### config.mk
export PLATFORM = sky130hd
export DESIGN_NAME = rpst_ctrl
export DESIGN_NICKNAME = d
export VERILOG_FILES = /design/src/hw/rtl/rpst_pkg.sv /design/src/hw/rtl/rpst_ctrl.sv
export SDC_FILE = /design/constraint.sdc
export NUM_CORES = 1
export LEC_CHECK = 0
export BUFFER_PORTS_ARGS = -buffer_cell sky130_fd_sc_hd__buf_4
export CAP_MARGIN = 40
export CORE_AREA = 2 2 39 41
export CTS_BUF_LIST = sky130_fd_sc_hd__clkbuf_8
export DETAILED_ROUTE_END_ITERATION = 6
export DIE_AREA = 0 0 41 43
export PLACE_DENSITY = 0.48
export SYNTH_ARGS = -nofsm -noshare
export SYNTH_HDL_FRONTEND = slang
export SYNTH_SLANG_ARGS = --single-unit
### constraint.sdc
create_clock -name aclk -period 1.31 [get_ports aclk]
set_clock_uncertainty 0.2 [all_clocks]
set_input_delay 0.0655 -clock aclk [delete_from_list [all_inputs] [get_ports aclk]]
set_output_delay 0.0655 -clock aclk [all_outputs]
set_load 0.01 [all_outputs]
### src/hw/rtl/rpst_pkg.sv
// Shared types and constants of the rendezvous pair session table.
package rpst_pkg;

    localparam int SESSION_ENTRIES = 16;
    localparam int IDX_W = (SESSION_ENTRIES > 1) ? $clog2(SESSION_ENTRIES) : 1;
    localparam int TIME_W = 40;

    localparam logic [1:0] KIND_WAITING = 2'd0;
    localparam logic [1:0] KIND_PAIRED  = 2'd1;
    localparam logic [1:0] KIND_ERROR   = 2'd2;

    localparam logic [1:0] ERR_NONE         = 2'd0;
    localparam logic [1:0] ERR_TABLE_FULL   = 2'd1;
    localparam logic [1:0] ERR_SESSION_FULL = 2'd2;
    localparam logic [1:0] ERR_NO_FAMILY    = 2'd3;

    localparam logic OP_REGISTER = 1'b0;
    localparam logic OP_EXPIRE   = 1'b1;

    typedef enum logic [2:0] {
        ST_IDLE,
        ST_SCAN,
        ST_PICK,
        ST_UPDATE,
        ST_OUT,
        ST_EXPIRE
    } state_t;

    typedef struct packed {
        logic              family;
        logic [63:0]       addr_high;
        logic [63:0]       addr_low;
        logic [15:0]       port;
        logic [63:0]       ident;
        logic [TIME_W-1:0] rtime;
    } slot_t;

    typedef struct packed {
        logic              op;
        logic [63:0]       key;
        logic              family;
        logic [63:0]       addr_high;
        logic [63:0]       addr_low;
        logic [15:0]       port;
        logic [63:0]       ident;
        logic [TIME_W-1:0] now;
    } req_t;

    typedef struct packed {
        logic [1:0]  kind;
        logic [1:0]  err;
        logic [63:0] ident;
        logic        family;
        logic [63:0] addr_high;
        logic [63:0] addr_low;
        logic [15:0] port;
    } res_t;

    typedef struct packed {
        logic load;
        logic scan_step;
        logic pick;
        logic update;
        logic expire_step;
        logic out_load;
    } cmd_t;

    typedef struct packed {
        logic op;
        logic last_idx;
        logic pick_fail;
        logic out_full;
    } stat_t;

endpackage

### src/hw/rtl/rpst_ctrl.sv
// Sequencer of the session table: scan, pick, update, reply, expiry sweep.
module rpst_ctrl (
    input  logic          aclk,
    input  logic          aresetn,
    input  logic          in_valid,
    output logic          in_ready,
    input  rpst_pkg::stat_t stat,
    output rpst_pkg::cmd_t  cmd
);
    import rpst_pkg::*;

    state_t state_reg, state_next;

    always_ff @(posedge aclk) begin
        if (!aresetn) begin
            state_reg <= ST_IDLE;
        end else begin
            state_reg <= state_next;
        end
    end

    always_comb begin
        state_next = state_reg;
        case (state_reg)
            ST_IDLE: begin
                if (in_valid) begin
                    state_next = (stat.op == OP_EXPIRE) ? ST_EXPIRE : ST_SCAN;
                end
            end
            ST_SCAN: begin
                if (stat.last_idx) begin
                    state_next = ST_PICK;
                end
            end
            ST_PICK:   state_next = stat.pick_fail ? ST_OUT : ST_UPDATE;
            ST_UPDATE: state_next = ST_OUT;
            ST_OUT: begin
                if (!stat.out_full) begin
                    state_next = ST_IDLE;
                end
            end
            ST_EXPIRE: begin
                if (stat.last_idx) begin
                    state_next = ST_IDLE;
                end
            end
            default: state_next = ST_IDLE;
        endcase
    end

    always_comb begin
        cmd = '0;
        in_ready = 1'b0;
        case (state_reg)
            ST_IDLE: begin
                in_ready = 1'b1;
                cmd.load = in_valid;
            end
            ST_SCAN:   cmd.scan_step = 1'b1;
            ST_PICK:   cmd.pick = 1'b1;
            ST_UPDATE: cmd.update = 1'b1;
            ST_OUT:    cmd.out_load = !stat.out_full;
            ST_EXPIRE: cmd.expire_step = 1'b1;
            default: cmd = '0;
        endcase
    end

endmodule

==> results.py, run 1 <==
metrics = {
    "status": {
        "outcome": "complete, but fails checks",
        "violations": "negative setup slack",
    },
    "clock_network": {
        "cts.sinks": 3,
        "cts_tree": "built",
        "root_buffer": "clkbuf_8",
        "numCtsBuffers": 3,
        "h-tree-depth": 1,
        "worstSkewPairLatency_ps": 220,
        "clockBufferDepth": 2,
        "cts.clk_slew.worst_paths_ps": 30,
    },
    "detailed_routing": {
        "drc_errors": 0,
        "via_per_inst": 4.17,
        "drt_first_iter_violations": 1,
        "vias": 300,
        "wirelength_microns": 786,
        "wl_per_cell_microns": 10.9,
        "antenna_left": 0,
        "drtPass1Iterations": 2,
    },
    "power_and_ir_drop": {
        "p_switching_mw": 0.232,
        "p_clk_share_pct": 35.3,
        "peakVddDrop_mv": 0.452,
        "leakage_nw": 0.253,
        "power_mw": 0.758,
        "comb_power_share_pct": 46.2,
        "sequentialPowerShare_pct": 18.5,
        "internal_power_mw": 0.526,
        "powerDensity_mw_per_mm2": 1320,
        "p_sw_share_pct": 30.6,
    },
    "sta": {
        "finalSetupViolCount": 5,
        "finalCriticalPeriod_ps": 1350,
        "holdWs_ps": 99.7,
        "hold_viol_final": 0,
        "rsz0062_at_grt": "yes",
        "period_share_pct": 103,
        "setup-tns-final_ps": -122,
        "clock.fmax_mhz": 741,
        "max_slew_margin_pct": 83.5,
        "worst_slew_pin_slew_ps": 247,
        "drv_slew": 0,
        "layout_setup_ws_ps": -40.4,
    },
    "placement": {
        "dpl.cell_count": 59,
        "port_buffers": 13,
        "routabilityCongestion": 0.669,
        "dpl_worst_slack_ps": 34.7,
    },
    "global_route": {
        "gr-usage-all-layers_pct": 10.5,
        "antenna_found_initial": 0,
        "grt_pass1_vias": 282,
        "grt.overflow.total": 0,
        "grt_max_degree": 7,
        "grt_pass1_wl_mm": 1.12,
    },
    "layout": {
        "drive_above_1_share_pct": 67.9,
        "fin_nets": 64,
        "layout.cells.non_filler": 72,
        "largest_reg_flops": 3,
        "antenna_cells": 0,
        "area_delta_synth_final_pct": 138,
    },
    "worst_setup_path": {
        "worstPathArrival_ps": 1080,
        "worstReg2RegEnd": "state_reg[2]$_SDFFE_PN0P_",
        "path_class": "register to output pin",
        "end_kind": "output pin",
        "cp.required_ps": 1040,
        "r2r_slack_ps": -10,
        "r2r_start": "state_reg[0]$_SDFFE_PN0P_",
        "crit_fanout": 5,
        "reg2reg_depth": 3,
        "start_kind": "register",
    },
    "die": {
        "rows": 14,
        "die_x_microns": 41,
        "dieArea_sq_mm": 0.00176,
        "chipHeight_microns": 43,
        "ios": 14,
        "initial_core_util_pct": 17.5,
        "core_area_sq_mm": 0.00138,
    },
    "logic_synthesis": {
        "ys_seq_area_share_pct": 24.9,
        "netlist_area_sq_um": 241,
        "syn_avg_cell_area_sq_um": 8.62,
        "syn_nets": 35,
        "synth_seq_cells": 3,
        "synth_cells": 28,
        "ys_types": 19,
        "synth_warnings": 0,
    },
    "worst_hold_path": {
        "min_path_type": "input port to register",
        "hold_start": "stat[2]",
        "whs_path_depth": 4,
        "holdPathEnd": "state_reg[1]$_SDFFE_PN0P_",
    },
    "run": {
        "cap_violations": 0,
    },
}
cells by family after synthesis:
| group | count (synthesis) | share of synthesized area [%] |
|---|---|---|
| AND/OR/NAND/NOR | 14 | 36.3 |
| AO/OA/AOI/OAI | 8 | 29.0 |
| flip-flops | 3 | 24.9 |
| buffers and inverters | 2 | 5.18 |
| multiplexers | 1 | 4.66 |
metal layers:
metal	routed length [microns]	global-route usage, %
met5	0	0
met1	355	10.6
met2	408	14.1
met3	22	4.71
met4	0	12.0
cell usage after synthesis:
master	count	area, sq um
dfxtp_1	3	60.1
a21oi_1	1	5.00
o31ai_1	1	7.51
nand2b_1	3	18.8
nor2b_1	2	12.5
and3b_1	1	8.76
o32ai_2	1	16.3
o2111ai_1	1	8.76
buf_4	1	7.51
nor3_1	1	5.00
nor2_1	1	3.75
mux2_1	1	11.3
and2_1	2	12.5
o21ai_2	1	8.76
buf_2	1	5.00
a21oi_2	1	8.76
nor3b_1	3	22.5
o21a_1	2	15.0
nand2_1	1	3.75
critical path, cell delays in order (launching register included):
cell and delay, ps:
dfxtp_2 320, buf_6 130, nor3b_1 240, buf_4 170
what timing repair did:
| item | CTS | global route |
|---|---|---|
| setup buffers | 2 | 1 |
| pin swaps | 1 | 3 |
| gates cloned | 1 | 0 |
| setup endpoints to repair | 7 | 8 |
| endpoints found under the hold margin | 3 | 0 |
| hold buffers | 5 | 0 |
| gates resized for setup | 10 | 12 |
final cells by class:
class	count	area, sq um
multi-input cells	23	213
well taps	16	20.0
clock inverters	1	3.75
flip-flops and latches	3	68.8
fillers	135	810
repair buffers	26	228
clock buffers	3	41.3
power groups by stage:
stage	registers, mW	clock network [mW]	logic, mW
detailed placement	0.127	0	0.239
floorplan	0.123	0	0.136
finish	0.140	0.268	0.350
global placement	0.128	0	0.238
global route	0.142	0.287	0.375
CTS	0.136	0.278	0.308
how the worst max path moves through the flow:
stage | from | end | slack, ps
5_1_grt | state_reg[0]$_SDFFE_PN0P_ | cmd[3] | -80
6_report | state_reg[0]$_SDFFE_PN0P_ | cmd[3] | -40
4_1_cts | state_reg[0]$_SDFFE_PN0P_ | cmd[5] | -60
3_3_place_gp | state_reg[0]$_SDFFE_PN0P_ | state_reg[0]$_SDFFE_PN0P_ | 50
2_1_floorplan | state_reg[0]$_SDFFE_PN0P_ | cmd[5] | 2
3_5_place_dp | state_reg[0]$_SDFFE_PN0P_ | state_reg[0]$_SDFFE_PN0P_ | 30
cell usage in the layout, fill, tap and decap left out, types with 2 or more instances in the layout:
cell and count:
o21a_1 2, clkbuf_8 3, nand2b_1 3, nor3b_2 2, buf_6 6, dfxtp_4 2, buf_4 14, dlygate4sd3_1 5
and2_4 2
metrics by stage:
step | util, % | instance area [sq um]
floorplan | - | 241
detailed placement | 27.2 | 377
CTS | 38.0 | 526
global placement | 27.2 | 377
finish | 41.5 | 574
global route | 41.5 | 574
Note: power is estimated with default switching activity, not from simulation.
==> run 2, diff against run 1 <==
Settings changed: PLACE_DENSITY 0.48 to 0.47.
Clock period 1.31 ns to 1.3 ns, I/O delays scaled along.
==> run 2 against run 1 <==
  * The flow still finishes with violations (negative setup slack)
  * Register-to-register slack is essentially flat
  * Total power grew 3.4%
  * Clock power is essentially flat
  * Worst hold slack lost 37 ps
  * Combinational power grew 7.4%
  * Wire length grew 2.2%
  * Design area grew 0.87%
  * First-iteration DRC count is the same
  * Non-clock buffer count shrank 1
  * Largest cell class unchanged
  * Highest routed layer is now met4
==> results.py, run 2 (same netlist as run 1, synthesis figures left out) <==
metrics = {
    "worst_setup_path": {
        "cp.required_ps": 1030,
        "worstPathArrival_ps": 1110,
        "path_class": "register to output pin",
        "end_kind": "output pin",
        "path_buf_inv": 2,
        "crit_cells": 4,
        "start_kind": "register",
        "cp_top_family": "flip-flops",
        "critical-path-slowest-cell": "dfxtp_4",
        "startpoint": "state_reg[0]$_SDFFE_PN0P_",
        "cp-endpoint": "cmd[5]",
        "crit_fanout": 6,
        "worstReg2RegEnd": "state_reg[0]$_SDFFE_PN0P_",
        "r2r_slack_ps": -10,
        "cpPeakStageDelay_ps": 350,
        "path_cells": "buf_8, nor3_4, and2_1, buf_4",
        "reg2reg_depth": 3,
        "r2r_start": "state_reg[0]$_SDFFE_PN0P_",
    },
    "power_and_ir_drop": {
        "powerDensity_mw_per_mm2": 1350,
        "power_mw": 0.784,
        "p_sw_share_pct": 30.6,
        "p_clk_share_pct": 34.1,
        "peakVddDrop_mv": 0.364,
        "sequentialPowerShare_pct": 17.9,
        "internal_power_mw": 0.544,
        "comb_power_share_pct": 47.9,
        "leakage_nw": 0.252,
        "p_switching_mw": 0.240,
    },
    "clock_network": {
        "h-tree-depth": 1,
        "cts_tree": "built",
        "cts.sinks": 3,
        "numCtsBuffers": 3,
        "root_buffer": "clkbuf_8",
        "clockBufferDepth": 2,
        "cts.clk_slew.worst_paths_ps": 30,
        "worstSkewPairLatency_ps": 220,
    },
    "layout": {
        "largest_reg_flops": 3,
        "final_cell_mix": "17 x buf_4, 5 x dlygate4sd3_1, 3 x nand2b_1, 3 x clkbuf_8",
        "seq_area_sq_um": 66.3,
        "antenna_cells": 0,
        "area_delta_synth_final_pct": 140,
        "multiInputGateArea_sq_um": 219,
        "fillCellCount": 130,
        "layout.cells.non_filler": 71,
        "drive_above_1_share_pct": 65.5,
        "fin_nets": 63,
        "final_common_cell": "buf_4",
    },
    "sta": {
        "max_slew_margin_pct": 85.6,
        "layout_setup_ws_ps": -73.2,
        "finalSetupViolCount": 4,
        "hold_viol_final": 0,
        "clock.fmax_mhz": 728,
        "worst_slew_pin_slew_ps": 216,
        "period_share_pct": 106,
        "rsz0062_at_grt": "yes",
        "finalCriticalPeriod_ps": 1370,
        "drv_slew": 0,
    },
    "placement": {
        "dpl.cell_count": 59,
        "routabilityCongestion": 0.657,
        "port_buffers": 13,
        "dpl_worst_slack_ps": -7.72,
        "place_hpwl_microns": 477,
    },
    "die": {
        "initial_core_util_pct": 17.5,
        "dieArea_sq_mm": 0.00176,
        "ios": 14,
        "rows": 14,
        "die_x_microns": 41,
        "chipHeight_microns": 43,
        "core_area_sq_mm": 0.00138,
    },
    "worst_hold_path": {
        "min_path_type": "input port to register",
    },
    "status": {
        "outcome": "complete, but fails checks",
        "violations": "negative setup slack",
    },
    "global_route": {
        "grt_max_degree": 12,
        "grt.overflow.total": 0,
        "gr-usage-all-layers_pct": 10.0,
        "grt_pass1_vias": 297,
        "grt_pass1_wl_mm": 1.14,
        "antenna_found_initial": 0,
    },
    "detailed_routing": {
        "wl_per_cell_microns": 11.3,
        "wirelength_microns": 803,
        "vias": 307,
        "drc_errors": 0,
        "antenna_left": 0,
        "drtPass1Iterations": 2,
        "via_per_inst": 4.32,
        "drt_first_iter_violations": 1,
    },
    "run": {
        "cap_violations": 0,
    },
}
[run 2: cell type report]
type	instances	area share [%]
multi-input cells	23	37.8
flip-flops and latches	3	11.4
repair buffers	25	39.5
clock inverters	1	0.648
clock buffers	3	7.13
well taps	16	3.46
[run 2: how the worst min path moves through the flow]
| stage | start | end | slack, ps | cells after the start |
|---|---|---|---|---|
| after floorplan | stat[0] | cmd[0] | -20 | 1 |
| after global placement | stat[0] | state_reg[2]$_SDFFE_PN0P_ | 170 | 3 |
| after detailed placement | stat[0] | state_reg[2]$_SDFFE_PN0P_ | 170 | 3 |
| after CTS | aresetn | state_reg[1]$_SDFFE_PN0P_ | 50 | 4 |
| after global routing | aresetn | state_reg[1]$_SDFFE_PN0P_ | 70 | 4 |
| final | aresetn | state_reg[1]$_SDFFE_PN0P_ | 60 | 4 |
[run 2: what timing repair did]
| action | 4_1_cts | 5_1_grt |
|---|---|---|
| buffers inserted | 2 | 0 |
| gates cloned | 0 | 1 |
| hold buffers | 5 | 0 |
| setup endpoints to repair | 8 | 6 |
| endpoints found under the hold margin | 3 | 0 |
| resized for setup | 13 | 4 |
| pin swaps | 2 | 1 |
[run 2: stage by stage]
stage | TNS [ps] | cell area, sq um | hold slack [ps] | util [%]
floorplan | -8.99 | 241 | -20.5 | -
global placement | 0 | 377 | 165 | 27.2
detailed placement | -8.98 | 377 | 167 | 27.2
CTS | -77.2 | 538 | 54.0 | 38.9
global route | -326 | 579 | 72.0 | 41.9
finish | -121 | 579 | 62.4 | 41.9
[run 2: tightest hold or removal path, stage by stage]
cell,delay (ps)
buf_4,110
nor2b_1,150
o21ai_4,80
a21oi_2,30
[run 2: power by group through the flow]
stage | clock (mW) | combinational [mW] | sequential [mW]
after floorplan | 0 | 0.137 | 0.124
after global placement | 0 | 0.245 | 0.126
after detailed placement | 0 | 0.245 | 0.126
after CTS | 0.273 | 0.328 | 0.131
after global routing | 0.280 | 0.400 | 0.143
final | 0.268 | 0.376 | 0.141
[run 2: per-layer routing]
metal / wire length (microns) / up-vias / global-route usage, %
met2: 438 / 8 / 16.3
met4: 23 / 0 / 10.0
li1: - / 155 / -
met5: 0 / - / 0
met1: 306 / 141 / 9.65
met3: 34 / 3 / 1.57
